## src/sv/ring_queue_with_key_search_assert.svh

```systemverilog
// ----------------------------------------------------------------------------
// ring_queue_with_key_search_assert.svh
// Assertion macros shared by the ring queue RTL; empty under synthesis.
// ----------------------------------------------------------------------------
`ifndef RING_QUEUE_WITH_KEY_SEARCH_ASSERT_SVH
`define RING_QUEUE_WITH_KEY_SEARCH_ASSERT_SVH

`ifndef SYNTHESIS
// Property must hold at every clock edge outside reset.
`define RQKS_ASSERT(label, clk, rst, prop) \
  label: assert property (@(posedge clk) disable iff (rst) prop) \
    else $error("rqks assertion failed");
// Condition must never be true outside reset.
`define RQKS_NEVER(label, clk, rst, cond) \
  label: assert property (@(posedge clk) disable iff (rst) !(cond)) \
    else $error("rqks forbidden condition seen");
`else
`define RQKS_ASSERT(label, clk, rst, prop)
`define RQKS_NEVER(label, clk, rst, cond)
`endif

`endif

```

## src/sv/rqks_pkg.sv

```systemverilog
// ----------------------------------------------------------------------------
// rqks_pkg
// Types, codes and widths shared by the ring queue with key search.
// ----------------------------------------------------------------------------
package rqks_pkg;

  // Field widths
  localparam int KEY_W      = 32;
  localparam int PAYLOAD_W  = 64;
  localparam int OCC_W      = 7;
  localparam int ACTION_W   = 2;
  localparam int STATUS_W   = 2;

  // Stream data widths, padded to whole bytes
  localparam int S_TDATA_W  = 96;
  localparam int M_TDATA_W  = 104;

  localparam int QUEUE_DEPTH_DEFAULT = 128;

  typedef enum logic [ACTION_W-1:0] {
    ACT_ENQUEUE = 2'd0,
    ACT_DEQUEUE = 2'd1,
    ACT_SEARCH  = 2'd2,
    ACT_NOP     = 2'd3
  } action_t;

  typedef enum logic [STATUS_W-1:0] {
    STATUS_OK        = 2'd0,
    STATUS_FULL      = 2'd1,
    STATUS_EMPTY     = 2'd2,
    STATUS_NOT_FOUND = 2'd3
  } status_t;

  typedef enum logic [2:0] {
    ST_IDLE,
    ST_EXEC,
    ST_DEQ_DATA,
    ST_SCAN,
    ST_RESP
  } state_t;

  typedef struct packed {
    status_t                     status;
    logic signed [KEY_W-1:0]     key;
    logic [PAYLOAD_W-1:0]        payload;
    logic [OCC_W-1:0]            occupancy;
  } result_t;

endpackage

```

## src/sv/rqks_ram.sv

```systemverilog
// ----------------------------------------------------------------------------
// rqks_ram
// Generic simple dual-port RAM, one write and one registered read port.
// ----------------------------------------------------------------------------
module rqks_ram #(
  parameter int WIDTH = 32,
  parameter int DEPTH = rqks_pkg::QUEUE_DEPTH_DEFAULT,
  localparam int AW   = $clog2(DEPTH)
) (
  input  logic             clk,
  input  logic             we,
  input  logic [AW-1:0]    waddr,
  input  logic [WIDTH-1:0] wdata,
  input  logic             re,
  input  logic [AW-1:0]    raddr,
  output logic [WIDTH-1:0] rdata
);

  logic [WIDTH-1:0] mem [DEPTH];

  // Write port and registered read; rdata holds until the next read
  always_ff @(posedge clk) begin
    if (we) begin
      mem[waddr] <= wdata;
    end
    if (re) begin
      rdata <= mem[raddr];
    end
  end

endmodule

```

## config.mk

```make
export PLATFORM = sky130hd
export DESIGN_NAME = rqks_ram
export DESIGN_NICKNAME = d
export VERILOG_FILES = /design/src/sv/ring_queue_with_key_search_assert.svh /design/src/sv/rqks_pkg.sv /design/src/sv/rqks_ram.sv
export SDC_FILE = /design/constraint.sdc
export NUM_CORES = 2
export LEC_CHECK = 0
export BUFFER_PORTS_ARGS = -buffer_cell sky130_fd_sc_hd__buf_2
export CAP_MARGIN = 15
export CORE_UTILIZATION = 57
export DETAILED_ROUTE_END_ITERATION = 6
export PLACE_DENSITY = 0.76
export SETUP_SLACK_MARGIN = 0.4
export SKIP_CTS_REPAIR_TIMING = 1
export SYNTH_ARGS = -nofsm -noshare
export SYNTH_HDL_FRONTEND = slang
export SYNTH_SLANG_ARGS = --single-unit
```

## constraint.sdc

```tcl
create_clock -name clk -period 4.3 [get_ports clk]
set_input_delay 0.86 -clock clk [delete_from_list [all_inputs] [get_ports clk]]
set_output_delay 0.86 -clock clk [all_outputs]
set_load 0.005 [all_outputs]
```

### Yosys cells after proc, flatten, opt, wreduce, memory -nomap -nowiden

Memory sizes are Yosys's and may differ from the RTL's. A register that Yosys moved wholly into a read port is not among the register bits.
Cells that the tools add are included.

| word-level totals | value |
|---|---|
| bits in registers | 0 |
| memories | 1 |
| output and inout bits | 32 |
| bits of input ports | 49 |
| RAM bits | 4,096 |

| operators by class | value |
|---|---|
| multiplexer cells | 2 |

Memory list:

| name | depth | bits a word | read ports | clocked after Yosys merged registers in | wr ports | line | text |
|---|---|---|---|---|---|---|---|
| mem | 128 | 32 | 1 | 1 | 1 | rqks_ram.sv:19 | `logic [WIDTH-1:0] mem [DEPTH];` |

Operator list:

| kind | number |
|---|---|
| $mux 1 | 2 |

### Longest topological paths before layout

| depth | value |
|---|---|
| word-level depth | 2 |
| mapped depth | 8 |

### Worst setup path after synthesis

OpenSTA, ideal clock, no wires.

| timing | value |
|---|---|
| path type | input to register |
| start | in we |
| end | mem mem[98][0] (enable) |
| data arrival time | 3.638 ns |
| cell stages on the path | 3 |
| setup slack | 0.201 ns |
| required time | 3.839 ns |
| cells stage by stage | clkbuf_1 nand4_1 nor3_1 |

| between the ends | value |
|---|---|
| word-level cells in the longest chain between the ends | 2 |

RTL lines:

| item | line | text |
|---|---|---|
| start: declaration | rqks_ram.sv:11 | `input logic we,` |
| $mux 1 | rqks_ram.sv:23 | `if (we) begin` |
| $mux 1 (not written as such) | rqks_ram.sv:24 | `mem[waddr] <= wdata;` |
| end: declaration | rqks_ram.sv:19 |  |

No other way between the ends.

==> run summary <==
The initial antenna violation count came out at 80. The average footprint of a synthesized cell came out at 26.1 sq um. The max capacitance violation total came out at 0. The total number of clock tree sinks came out at 4128. Once detail routing completed, the nets flagged for antenna violations numbered 0. Summing the areas of all and, or, nand and nor instances in the mapped netlist gives 0.445% of the synthesized area. The total wire length is 457000 um. The clock latency on the worst-skew pair came out at 1.00 ns.

The number of different library cells used by synthesis comes to 16. The part of the power in combinational logic is 5.5%. The final estimated routing congestion in global placement came out at 0.842. TritonCTS built the clock tree. The area enclosed by the die boundary is 0.277 sq mm. The maximum count of clock buffers along a single path is 4.

The initialized floorplan defines 192 standard-cell rows. For the final database, setup skew stands at 0.0790 ns. The final routed wire length divided by cell count is 43.2 um. The combined global-route utilization of all metal layers came out at 33.2%. The arrival time at the worst endpoint came out at 4.05 ns. The number of port buffers came out at 80. Setup repair after global routing left no endpoint under its margin. Of the total synthesized cell area, the portion taken by full adders, half adders and majority gates is 0%.

The signal on the critical path passes through buf_12 -> buf_12 -> buf_12 -> buf_4 -> mux4_2 -> mux4_2 -> mux4_2 -> mux2_2. The kind of critical path is primary input to register. The number of buffers created by CTS is 397. The mapped netlist covers 0.157 sq mm. The number of search-and-repair iterations in the first detailed-routing pass is 5. The peak clock frequency supported by timing came out at 298 MHz. The maximum fanout count along the critical path came out at 21. The min-delay analysis places its worst path in the category primary input to register. The worst ir drop on vdd is 418 uV. STA classifies the critical path startpoint as a primary input. The register area share after synthesis came out at 79.2%.

For this design the static power due to leakage is 55.3 nW. The tree is rooted in a clkbuf_16. At the pin with the least slew margin, the transition time is 1.33 ns. After legalization and detailed placement, the total HPWL measured 235000 um. The net switching fraction of the power is 22.1%. The number of synthesized register bits is 4128. Synthesis produced a netlist with a net count of 6039. Setup slack on the worst reg-to-reg path comes out at 1.38 ns. The number of failing hold endpoints at the final stage is 0.

The number of pins with negative max-slew slack in the final report is 0. By area, the combinational part of the netlist is dominated by multiplexers. Once placement completed, the tool counted placed cells totaling 9767.

The wire length of the first global-routing pass came out at 626000 um. The largest individual stage delay along the critical path comes from the cell mux4_2. The total internal power came out at 66.3 mW.

The mux cell area share after synthesis is 19.6%. The clock-pin slew reported for the worst setup and hold paths after clock tree synthesis is 0.06 ns. Detailed routing inserted a total of 76421 vias. The global-route congestion overflow total is 0. The power share of the sequential group is 52.5%. The clock network fraction of total power came out at 42.0%.

The overall die width came out at 526 um. The number of nets in the final layout came out at 6627. In this design, the stage delay of the slowest critical-path cell is 0.71 ns.

The worst setup path is captured at a register. The data required time of the worst path is 4.99 ns. Entering global routing, the biggest net connects 99 pins. The final standard cell count with taps included and fillers excluded is 10559. The synthesized instance count came out at 5990. The worst hold-check slack came out at 0.326 ns. Yosys printed 0 warnings. The share of the cycle needed by the critical path after routing is 78.1%. The number of H-tree branching levels came out at 5.

Setup total negative slack on the finished layout was measured at 0 ns. From bottom edge to top edge, the die measures 526 um. The final routed DRC violation total is 0. The time the final worst path needs with I/O delays and setup came out at 3.36 ns. The relative slew slack is 11.6%.

The core region is 0.273 sq mm. The number of vias per cell is 7.24. The count of pins on the block boundary came out at 81. The run finished with clean final reports.

The compound-cell area share of the yosys netlist came out at 0%. The xor and xnor area share after synthesis is 0%. The power spent charging and discharging nets came out at 18.8 mW. The initial standard-cell utilization of the core came out at 57.3%. The initial detailed-routing violation count came out at 13817. The growth of design area from synthesis to finish came out at 14.4%.

The number of global-route vias before repair was 77363. For this design the ratio of total power to cell area is 475 mW/mm^2. In the final layout, the share of cells above drive strength 1 is 37.4%.

Setup violations remaining at the end of the flow were counted as 0.
[cell usage in the layout (no fill, tap or decap), drive strengths merged]
| master | Yosys | final |
|---|---|---|
| buf | 134 | 505 |
| bufinv | 0 | 48 |
| clkbuf | 182 | 472 |
| clkinv | 0 | 180 |
| clkinvlp | 0 | 23 |
| diode | 0 | 60 |
| edfxtp | 4128 | 4128 |
| inv | 0 | 8 |
| mux2 | 32 | 32 |
| mux4 | 1344 | 1344 |
| nand2 | 14 | 14 |
| nand2b | 2 | 2 |
| nand3 | 12 | 12 |
| nand4 | 3 | 3 |
| nor2 | 122 | 122 |
| nor2b | 7 | 7 |
| nor3 | 9 | 9 |
| or3 | 1 | 1 |
[path summary, 6_finish.rpt]
kind	from	to	cells after the start
max reg2reg	mem[63][2]$_DFFE_PP_	rdata[2]$_DFFE_PP_	4
max	raddr[0]	rdata[2]$_DFFE_PP_	8
min	wdata[0]	mem[62][0]$_DFFE_PP_	1
min reg2reg	mem[27][23]$_DFFE_PP_	rdata[23]$_DFFE_PP_	4
[synth_stat cells]
cell         n  area share (%)
buf_4        3           0.014
clkbuf_1   182            0.44
buf_6        2           0.014
nand2b_1     2          0.0080
nor2_1     122            0.29
mux4_2    1344              19
nor2b_1      7           0.028
buf_2       79            0.25
nor3_1       9           0.029
nand4_1      3           0.012
or3_1        1          0.0040
nand3_1     12           0.038
nand2_1     14           0.034
buf_1       50            0.12
edfxtp_1  4128              79
mux2_2      32            0.23
[power by group through the flow]
| stage | sequential, mW | clock, mW | combinational, mW |
|---|---|---|---|
| after floorplan | 45.4 | 0 | 2.15 |
| after global placement | 45.5 | 0 | 4.36 |
| after detailed placement | 45.5 | 0 | 4.47 |
| after CTS | 44.6 | 35.8 | 4.58 |
| after global routing | 44.6 | 37.2 | 4.73 |
| final | 44.6 | 35.7 | 4.69 |
[cells by family (layout without fill, tap and decap cells)]
group                  count (synthesis)  in the layout
flip-flops                          4128           4128
multiplexers                        1376           1376
buffers and inverters                316           1236
AND/OR/NAND/NOR                      170            170
other                                  0             60
[layout make-up]
type	count	area, sq um
clock buffers	472	10200
multi-input cells	1546	32300
clock inverters	259	2940
fillers	15865	94300
well taps	3589	4490
flip-flops and latches	4128	124000
diodes	60	150
repair buffers	505	5030
[metrics by stage]
stage / setup slack, ns / utilization (%) / area [sq um] / power (mW)
floorplan: 0.201 / - / 157000 / 47.5
global placement: 0.0757 / 60.6 / 166000 / 49.8
detailed placement: 0.0237 / 60.6 / 166000 / 49.9
CTS: 0.989 / 65.5 / 179000 / 85.0
global route: 0.886 / 65.5 / 179000 / 86.5
finish: 0.941 / 65.5 / 179000 / 85.0
[registers in the layout (all words and copies together) (netlist names)]
signal  flops
mem      4096
rdata      32
[critical path, delay by kind of cell]
family / cells / cell delay [ns]
buffers and inverters: 4 / 0.98
multiplexers: 4 / 2.13
[per-layer routing]
layer	routed length [um]	vias up	part of all wire, %	global-route usage [%]
met2	216000	7287	47	51.5
li1	-	27632	-	-
met4	35000	54	7.7	21.7
met1	140000	39963	31	41.7
met5	359	-	0.079	0
met3	65300	1485	14	9.18
(Power assumes the default switching activity.)
