[config.mk]
export PLATFORM = sky130hd
export DESIGN_NAME = rqks_ctrl
export DESIGN_NICKNAME = d
export VERILOG_FILES = /design/src/sv/rqks_pkg.sv /design/src/sv/rqks_ctrl.sv
export VERILOG_INCLUDE_DIRS = /design/src /design/src/sv
export SDC_FILE = /design/constraint.sdc
export NUM_CORES = 1
export LEC_CHECK = 0
export ABC_AREA = 1
export ABC_CLOCK_PERIOD_IN_PS = 10300
export BUFFER_PORTS_ARGS = -buffer_cell sky130_fd_sc_hd__buf_4
export CAP_MARGIN = 10
export CORE_AREA = 2 2 163 165
export DETAILED_ROUTE_END_ITERATION = 8
export DIE_AREA = 0 0 165 167
export HOLD_SLACK_MARGIN = 0.05
export PLACE_DENSITY_LB_ADDON = 0.15
export SYNTH_ARGS = -nofsm -noshare
export SYNTH_HDL_FRONTEND = slang
export SYNTH_SLANG_ARGS = --single-unit
[constraint.sdc]
create_clock -name clk -period 10.3 [get_ports clk]
set_input_delay 1.03 -clock clk [delete_from_list [all_inputs] [get_ports clk]]
set_output_delay 1.03 -clock clk [all_outputs]
set_load 0.05 [all_outputs]
[src/sv/ring_queue_with_key_search_assert.svh]
// ----------------------------------------------------------------------------
// ring_queue_with_key_search_assert.svh
// Assertion macros shared by the ring queue RTL; empty under synthesis.
// ----------------------------------------------------------------------------
`ifndef RING_QUEUE_WITH_KEY_SEARCH_ASSERT_SVH
`define RING_QUEUE_WITH_KEY_SEARCH_ASSERT_SVH

`ifndef SYNTHESIS
// Property must hold at every clock edge outside reset.
`define RQKS_ASSERT(label, clk, rst, prop) \
  label: assert property (@(posedge clk) disable iff (rst) prop) \
    else $error("rqks assertion failed");
// Condition must never be true outside reset.
`define RQKS_NEVER(label, clk, rst, cond) \
  label: assert property (@(posedge clk) disable iff (rst) !(cond)) \
    else $error("rqks forbidden condition seen");
`else
`define RQKS_ASSERT(label, clk, rst, prop)
`define RQKS_NEVER(label, clk, rst, cond)
`endif

`endif

[src/sv/rqks_pkg.sv]
// ----------------------------------------------------------------------------
// rqks_pkg
// Types, codes and widths shared by the ring queue with key search.
// ----------------------------------------------------------------------------
package rqks_pkg;

  // Field widths
  localparam int KEY_W      = 32;
  localparam int PAYLOAD_W  = 64;
  localparam int OCC_W      = 7;
  localparam int ACTION_W   = 2;
  localparam int STATUS_W   = 2;

  // Stream data widths, padded to whole bytes
  localparam int S_TDATA_W  = 96;
  localparam int M_TDATA_W  = 104;

  localparam int QUEUE_DEPTH_DEFAULT = 128;

  typedef enum logic [ACTION_W-1:0] {
    ACT_ENQUEUE = 2'd0,
    ACT_DEQUEUE = 2'd1,
    ACT_SEARCH  = 2'd2,
    ACT_NOP     = 2'd3
  } action_t;

  typedef enum logic [STATUS_W-1:0] {
    STATUS_OK        = 2'd0,
    STATUS_FULL      = 2'd1,
    STATUS_EMPTY     = 2'd2,
    STATUS_NOT_FOUND = 2'd3
  } status_t;

  typedef enum logic [2:0] {
    ST_IDLE,
    ST_EXEC,
    ST_DEQ_DATA,
    ST_SCAN,
    ST_RESP
  } state_t;

  typedef struct packed {
    status_t                     status;
    logic signed [KEY_W-1:0]     key;
    logic [PAYLOAD_W-1:0]        payload;
    logic [OCC_W-1:0]            occupancy;
  } result_t;

endpackage

[src/sv/rqks_ctrl.sv]
// ----------------------------------------------------------------------------
// rqks_ctrl
// Queue sequencer: head/tail/count, RAM access, in-order key scan.
// ----------------------------------------------------------------------------
`include "ring_queue_with_key_search_assert.svh"

module rqks_ctrl #(
  parameter int QUEUE_DEPTH = rqks_pkg::QUEUE_DEPTH_DEFAULT,
  localparam int AW         = $clog2(QUEUE_DEPTH)
) (
  input  logic                               clk,
  input  logic                               rst,
  // Request side
  input  logic                               in_valid,
  output logic                               in_ready,
  input  rqks_pkg::action_t                  in_action,
  input  logic signed [rqks_pkg::KEY_W-1:0]  in_key,
  input  logic [rqks_pkg::PAYLOAD_W-1:0]     in_payload,
  // Result side
  output logic                               res_valid,
  input  logic                               res_ready,
  output rqks_pkg::result_t                  res,
  // RAM ports (key and payload stores share addresses)
  output logic                               ram_we,
  output logic [AW-1:0]                      ram_waddr,
  output logic [rqks_pkg::KEY_W-1:0]         ram_wkey,
  output logic [rqks_pkg::PAYLOAD_W-1:0]     ram_wpay,
  output logic                               ram_re,
  output logic [AW-1:0]                      ram_raddr,
  input  logic [rqks_pkg::KEY_W-1:0]         ram_rkey,
  input  logic [rqks_pkg::PAYLOAD_W-1:0]     ram_rpay
);

  localparam logic [AW-1:0] LAST = AW'(QUEUE_DEPTH - 1);

  rqks_pkg::state_t state, state_next;

  logic [AW-1:0] head, head_next;
  logic [AW-1:0] tail, tail_next;
  logic [AW-1:0] count, count_next;
  logic [AW-1:0] rd_pos, rd_pos_next;
  logic [AW-1:0] cmp_n, cmp_n_next;

  rqks_pkg::action_t                 req_action, req_action_next;
  logic [rqks_pkg::KEY_W-1:0]        req_key, req_key_next;
  logic [rqks_pkg::PAYLOAD_W-1:0]    req_payload, req_payload_next;

  rqks_pkg::status_t                 res_status, res_status_next;
  logic [rqks_pkg::KEY_W-1:0]        res_key, res_key_next;
  logic [rqks_pkg::PAYLOAD_W-1:0]    res_payload, res_payload_next;

  logic [AW-1:0] head_inc, tail_inc, rd_pos_inc, count_m1;
  logic [AW+rqks_pkg::OCC_W-1:0] occ_ext;

  // Ring increments
  assign head_inc   = (head   == LAST) ? '0 : head   + 1'b1;
  assign tail_inc   = (tail   == LAST) ? '0 : tail   + 1'b1;
  assign rd_pos_inc = (rd_pos == LAST) ? '0 : rd_pos + 1'b1;
  assign count_m1   = count - 1'b1;

  // Write data always comes from the latched request
  assign ram_waddr = tail;
  assign ram_wkey  = req_key;
  assign ram_wpay  = req_payload;

  // Occupancy is the low bits of the count
  assign occ_ext = {{rqks_pkg::OCC_W{1'b0}}, count};

  assign res.status    = res_status;
  assign res.key       = res_key;
  assign res.payload   = res_payload;
  assign res.occupancy = occ_ext[rqks_pkg::OCC_W-1:0];

  // Next state and outputs. Writes happen only in EXEC and reads only in
  // EXEC/SCAN after the write, so no entry is read and written together.
  always_comb begin
    state_next       = state;
    head_next        = head;
    tail_next        = tail;
    count_next       = count;
    rd_pos_next      = rd_pos;
    cmp_n_next       = cmp_n;
    req_action_next  = req_action;
    req_key_next     = req_key;
    req_payload_next = req_payload;
    res_status_next  = res_status;
    res_key_next     = res_key;
    res_payload_next = res_payload;
    ram_we           = 1'b0;
    ram_re           = 1'b0;
    ram_raddr        = head;
    in_ready         = 1'b0;
    res_valid        = 1'b0;

    unique case (state)
      rqks_pkg::ST_IDLE: begin
        in_ready = 1'b1;
        if (in_valid) begin
          req_action_next  = in_action;
          req_key_next     = in_key;
          req_payload_next = in_payload;
          state_next       = rqks_pkg::ST_EXEC;
        end
      end

      rqks_pkg::ST_EXEC: begin
        res_status_next  = rqks_pkg::STATUS_OK;
        res_key_next     = '0;
        res_payload_next = '0;
        state_next       = rqks_pkg::ST_RESP;
        unique case (req_action)
          rqks_pkg::ACT_ENQUEUE: begin
            if (count == LAST) begin
              res_status_next = rqks_pkg::STATUS_FULL;
            end else begin
              ram_we     = 1'b1;
              tail_next  = tail_inc;
              count_next = count + 1'b1;
            end
          end
          rqks_pkg::ACT_DEQUEUE: begin
            if (count == '0) begin
              res_status_next = rqks_pkg::STATUS_EMPTY;
            end else begin
              ram_re     = 1'b1;
              state_next = rqks_pkg::ST_DEQ_DATA;
            end
          end
          rqks_pkg::ACT_SEARCH: begin
            if (count == '0) begin
              res_status_next = rqks_pkg::STATUS_EMPTY;
            end else begin
              // Read head now, scan starts next cycle
              ram_re      = 1'b1;
              rd_pos_next = head_inc;
              cmp_n_next  = '0;
              state_next  = rqks_pkg::ST_SCAN;
            end
          end
          rqks_pkg::ACT_NOP: begin
          end
          default: begin
          end
        endcase
      end

      rqks_pkg::ST_DEQ_DATA: begin
        res_key_next     = ram_rkey;
        res_payload_next = ram_rpay;
        head_next        = head_inc;
        count_next       = count_m1;
        state_next       = rqks_pkg::ST_RESP;
      end

      // One entry compared per cycle, next read issued alongside
      rqks_pkg::ST_SCAN: begin
        if (ram_rkey == req_key) begin
          res_key_next     = ram_rkey;
          res_payload_next = ram_rpay;
          state_next       = rqks_pkg::ST_RESP;
        end else if (cmp_n == count_m1) begin
          res_status_next = rqks_pkg::STATUS_NOT_FOUND;
          state_next      = rqks_pkg::ST_RESP;
        end else begin
          ram_re      = 1'b1;
          ram_raddr   = rd_pos;
          rd_pos_next = rd_pos_inc;
          cmp_n_next  = cmp_n + 1'b1;
        end
      end

      rqks_pkg::ST_RESP: begin
        res_valid = 1'b1;
        if (res_ready) begin
          state_next = rqks_pkg::ST_IDLE;
        end
      end

      default: begin
        state_next = rqks_pkg::ST_IDLE;
      end
    endcase
  end

  // Control state
  always_ff @(posedge clk) begin
    if (rst) begin
      state <= rqks_pkg::ST_IDLE;
      head  <= '0;
      tail  <= '0;
      count <= '0;
    end else begin
      state <= state_next;
      head  <= head_next;
      tail  <= tail_next;
      count <= count_next;
    end
  end

  // Request, scan and result holding registers
  always_ff @(posedge clk) begin
    rd_pos      <= rd_pos_next;
    cmp_n       <= cmp_n_next;
    req_action  <= req_action_next;
    req_key     <= req_key_next;
    req_payload <= req_payload_next;
    res_status  <= res_status_next;
    res_key     <= res_key_next;
    res_payload <= res_payload_next;
  end

  // Checks
  `RQKS_NEVER(a_count_max, clk, rst, count > LAST)
  `RQKS_NEVER(a_no_rw_overlap, clk, rst, ram_we && ram_re)
  `RQKS_NEVER(a_scan_bound, clk, rst, (state == rqks_pkg::ST_SCAN) && (cmp_n >= count))
  `RQKS_ASSERT(a_deq_read, clk, rst, (state == rqks_pkg::ST_DEQ_DATA) |-> $past(ram_re))

endmodule

## Yosys cells after proc, flatten, opt, wreduce, memory -nomap -nowiden

Cells that the tools add are included.

- Bits in registers: 234
- Input bits: 198
- Output and inout bits: 219
- Word-level logic and storage cells: 103

- Add/subtract/negate cells: 6
- Eq/ne operators: 23
- Multiplexer cells: 47
- Bitwise gates (word level): 1
- Reduce and logical (&&, ||, !) cells: 14

Operator list:

| kind | count |
|---|---|
| 64-bit one-hot mux with 3 select lines | 1 |
| 7-bit 2-to-1 mux | 16 |
| 32-bit one-hot mux with 3 select lines | 1 |
| 64-bit 2-to-1 mux | 1 |
| 7-bit one-hot mux with 2 select lines | 3 |
| 7-bit by 1-bit adder with 7-bit output, second input constant | 5 |
| 32-bit equality test | 1 |
| 32-bit 2-to-1 mux | 1 |
| 7-bit equality test, second input constant | 4 |
| 3-bit 2-to-1 mux | 6 |
| 2-bit inequality test, second input constant | 9 |
| 3-bit one-hot mux with 5 select lines | 1 |
| 3-bit AND reduction | 4 |
| 1-bit 2-to-1 mux | 10 |
| 2-bit one-hot mux with 2 select lines | 2 |
| 7-bit equality test | 1 |
| 7-bit logical NOT | 1 |
| 7-bit by 1-bit subtractor with 7-bit output, second input constant | 1 |
| 3-bit by 2-bit equality test with 1-bit output, second input constant | 2 |
| 2-bit 2-to-1 mux | 3 |
| 3-bit one-hot mux with 2 select lines | 1 |
| 5-bit AND reduction | 1 |
| 2-bit AND reduction | 2 |
| 2-bit nonzero test | 2 |
| 12 further kinds | 12 |

## Longest topological paths before layout

- Word-level depth: 5
- Mapped depth: 14
- Depth with buffers taken out: 14

## Least setup slack after synthesis

Ideal clock, no wire load.

- Kind: input to register
- Start: input in_valid
- End: register req_key, in the netlist ram_wkey[0] (enable)
- Library setup time: 0.555 ns
- Arrival time: 5.130 ns
- Data required time: 9.745 ns
- Slack: 4.614 ns
- Stages: 2
- Path buffers: 0
- Cell sequence: inv_1 -> nor2_1

- Longest elaborated chain between the ends: 1

RTL lines:

| item | RTL line | RTL |
|---|---|---|
| start: declaration | rqks_ctrl.sv:14 | `input logic in_valid,` |
| 2-bit AND reduction (no line) | -- |  |
| end signal: assignment | rqks_ctrl.sv:205 | `req_key <= req_key_next;` |
| end: declaration | rqks_ctrl.sv:45 | `logic [rqks_pkg::KEY_W-1:0] req_key, req_key_next;` |

Every way passes these cells.
A chain may end at the register's enable or synchronous reset.

## Worst setup path after layout

- Start: input ram_rkey[24] (netlist name)
- End: output ram_raddr[5]

- Longest elaborated chain between the ends: 3

RTL lines:

| item | RTL line | RTL |
|---|---|---|
| start: declaration | rqks_ctrl.sv:30 | `input logic [rqks_pkg::KEY_W-1:0] ram_rkey,` |
| 32-bit equality test | rqks_ctrl.sv:157 | `if (ram_rkey == req_key) begin` |
| 7-bit 2-to-1 mux | rqks_ctrl.sv:157 |  |
| 7-bit 2-to-1 mux | rqks_ctrl.sv:95 | `unique case (state)` |
| end: declaration | rqks_ctrl.sv:29 | `output logic [AW-1:0] ram_raddr,` |

Every way passes these cells.

==> flow_summary.yaml <==
status:
  status: "finished, final reports clean"
grt:
  antenna_found_initial: 0
  grt_use_total: 0.196
  grt_pass1_wl_um: 40900
  first_global_vias: 7231
  overflow: 0
  grt_max_degree: 78
timing:
  setup_violations: 0
  rsz0062_at_grt: "false"
  final_max_slew_viol_count: 0
  finClkSkew_ps: 14.4
  max_freq_mhz: 268
  tns_ps: 0
  final_hold_viol_count: 0
  slew_headroom: 0.340
  final.period_utilization: 0.362
  worst_pin_slew_ps: 991
  min_period_ps: 3730
floorplanning:
  die_area_sq_mm: 0.0276
  die_w_um: 165
  core_sq_mm: 0.0258
  die_h_um: 167
  io_pins: 417
  num_rows: 59
  initial_core_util: 0.373
drt:
  drt_iter0_markers: 460
  drc: 0
  avgViaCountPerCell: 4.47
  antenna_left: 0
  vias: 7232
  wirelength_um: 27700
  wl_per_cell_um: 17.1
  drt-pass1-iter-count: 4
place:
  dpl.hpwl_um: 21500
  dpl-instance-area_sq_mm: 0.0131
  io_buffers: 416
  dp_cells: 1571
  place.gp.congestion: 0.865
synthesis:
  ys_seq_area_frac: 0.707
  syn_area_sq_mm: 0.00960
  synth_cell_types: 36
  syn_area_per_cell_sq_um: 11.5
  syn_inst: 834
  async_flop_share: 0
  ys_top_cells_by_count: "edfxtp_1 (210), inv_1 (156), nor2_1 (136), nand2_1 (122), o21ai_0 (27)"
  synth-seq-cells: 234
  synth-main-ff-cell: "edfxtp_1"
  synth.area.top_cells: "edfxtp_1 (66%), inv_1 (6.1%), nor2_1 (5.3%)"
  yosysTopAreaCell: "edfxtp_1"
  synth_nets: 1042
  yosysMostFrequentCell: "edfxtp_1"
  synth_top_area_frac: 0.657
  synth.yosys.warnings: 0
  synth_edf_count: 210
layout:
  fin_cells: 1618
  drive_gt1_frac: 0.376
  design_area_sq_mm: 0.0139
  fin_util: 0.541
  multiInputGateArea_sq_mm: 0.00214
  area_growth_pct: 45.2
  regArea_sq_mm: 0.00679
  antenna_cells: 0
  n_fill_cell: 2324
  num-nets-final: 1472
critical_path:
  cpMostUsedCell: "nand2_1"
  timing.rr.end: "res_payload[19]"
  crit_chain: "buf_4 -> xnor2_1 -> nand2_1 -> nor2_1 -> nand2_1 -> nor2_1 -> nand2_1 -> nand3_4 -> nand2_1 -> o21ai_2 -> buf_4"
  critPathLaunchType: "input port"
  startpoint: "ram_rkey[24]"
  r2r-start: "ram_wkey[24]"
  cp-end-kind: "output pin"
  path_buf_inv: 2
  ff2ff_setup_slack_ps: 7320
  path_class: "in2out"
  reg2regPathDepth: 10
  slowest_delay_ps: 300
  slowest_stage: "xnor2_1"
  cp.arrival_ps: 2700
  critical-path-top-delay-family: "simple AND/OR/NAND/NOR gates"
  crit_required_ps: 9270
  path_max_fanout: 19
clock_tree:
  holdBufCountCts: 0
  clkLatencyLatePin_ps: 530
  cts_tree: "done"
  post_cts_buffers: 0
  cts.sinks: 234
  cts_buffers: 26
  clk_pin_slew_ps: 60
  cts_root_buf: "clkbuf_16"
  postCtsResizedCells: 0
  clk_path_buf_depth: 3
  htreeDepth: 1
pwr:
  swShare: 0.318
  pwr-share-seq: 0.430
  intPower_uw: 1890
  vdd_ir_drop_max_mv: 0.151
  power_uw: 2770
  power_frac_comb: 0.239
  p_sw_uw: 882
  p_leak_uw: 0.00635
  p_clk_frac: 0.330
  cellPowerDensity_mw_per_mm2: 199
hold_path:
  hold_start: "count[0]"
  hold_class: "reg2reg"
  hold_end: "count[0]"
  hold_depth: 1
run:
  drv_cap: 0
## power by group through the flow
stage          clock network [uW]  registers (uW)  logic, uW
5_1_grt                       974            1200        698
4_1_cts                       938            1200        671
2_1_floorplan                   0            1520        122
3_5_place_dp                    0            1220        670
6_report                      917            1190        664
3_3_place_gp                    0            1210        669
## area by class of cell
| cell class | instances | share of cell area |
|---|---|---|
| tap | 335 | 0.0301 |
| sequential | 234 | 0.487 |
| inverter | 159 | 0.0429 |
| clock buffer | 30 | 0.0493 |
| clock inverter | 17 | 0.0112 |
| multi-input combinational | 423 | 0.154 |
| timing repair buffer | 420 | 0.226 |
## through the flow
step                hold WS, ps  setup WS [ps]
finish                      523           6570
global route                549           6370
CTS                         527           6510
detailed placement          513           6520
global placement            510           6550
floorplan                   489           4610
## per-layer routing
| layer | vias to the layer above | global-route usage | share of wire | wire, um |
|---|---|---|---|---|
| li1 | 3575 | - | - | - |
| met1 | 3294 | 0.215 | 0.36 | 10100 |
| met2 | 313 | 0.348 | 0.50 | 13800 |
| met3 | 50 | 0.0690 | 0.10 | 2800 |
| met4 | 0 | 0.0684 | 0.039 | 1070 |
| met5 | - | 0 | 0 | 0 |
## kinds of logic (layout without fill, tap and decap cells)
kind of cell             count (synthesis)  count (layout)  share of synthesized area
AND/OR/NAND/NOR                        307             307                      0.133
XOR/XNOR                                37              37                     0.0337
AO/OA/AOI/OAI                           69              69                     0.0422
adder cells (fa/ha/maj)                 10              10                     0.0130
buffers and inverters                  177             626                     0.0718
flip-flops                             234             234                      0.707
## flip-flops by register name, indices dropped and copies added, names as in the netlist
register and cells:
ram_wpay 64, res_payload 64, ram_wkey 32, res_key 32
cmp_n 7, count 7, head 7, ram_waddr 7
rd_pos 7, state 3, req_action 2, res_status 2
## worst register-to-register path: stages, from the launching register on
cell      delay, ps
edfxtp_1        410
xnor2_1         340
nand2_1          90
nor2_1          130
nand2_1         100
nor2_1           90
nand2_1         130
nand2_1         110
nand2_1          80
nand2_4         240
buf_4           820
## worst max path at each step
stage | to | slack (ps) | cells past startpoint
6_report | ram_raddr[5] | 6570 | 11
5_1_grt | ram_raddr[5] | 6370 | 14
4_1_cts | ram_raddr[5] | 6510 | 11
3_5_place_dp | ram_raddr[5] | 6520 | 11
3_3_place_gp | ram_raddr[6] | 6550 | 11
2_1_floorplan | ram_wkey[0] | 4610 | 2
## placed cells by master (no fill, tap or decap), drive strengths merged, types with 3 or more instances in the layout
cell      n
ha       10
buf     420
a21oi    21
clkinv   13
dfxtp    24
xnor2    26
nor3      8
nand4     5
clkbuf   30
nand2   126
bufinv    3
nand3    24
a31oi     3
xor2     11
nor2    140
edfxtp  210
o22ai     4
inv     158
o21ai    34
Power figures use the tool's default switching activity.
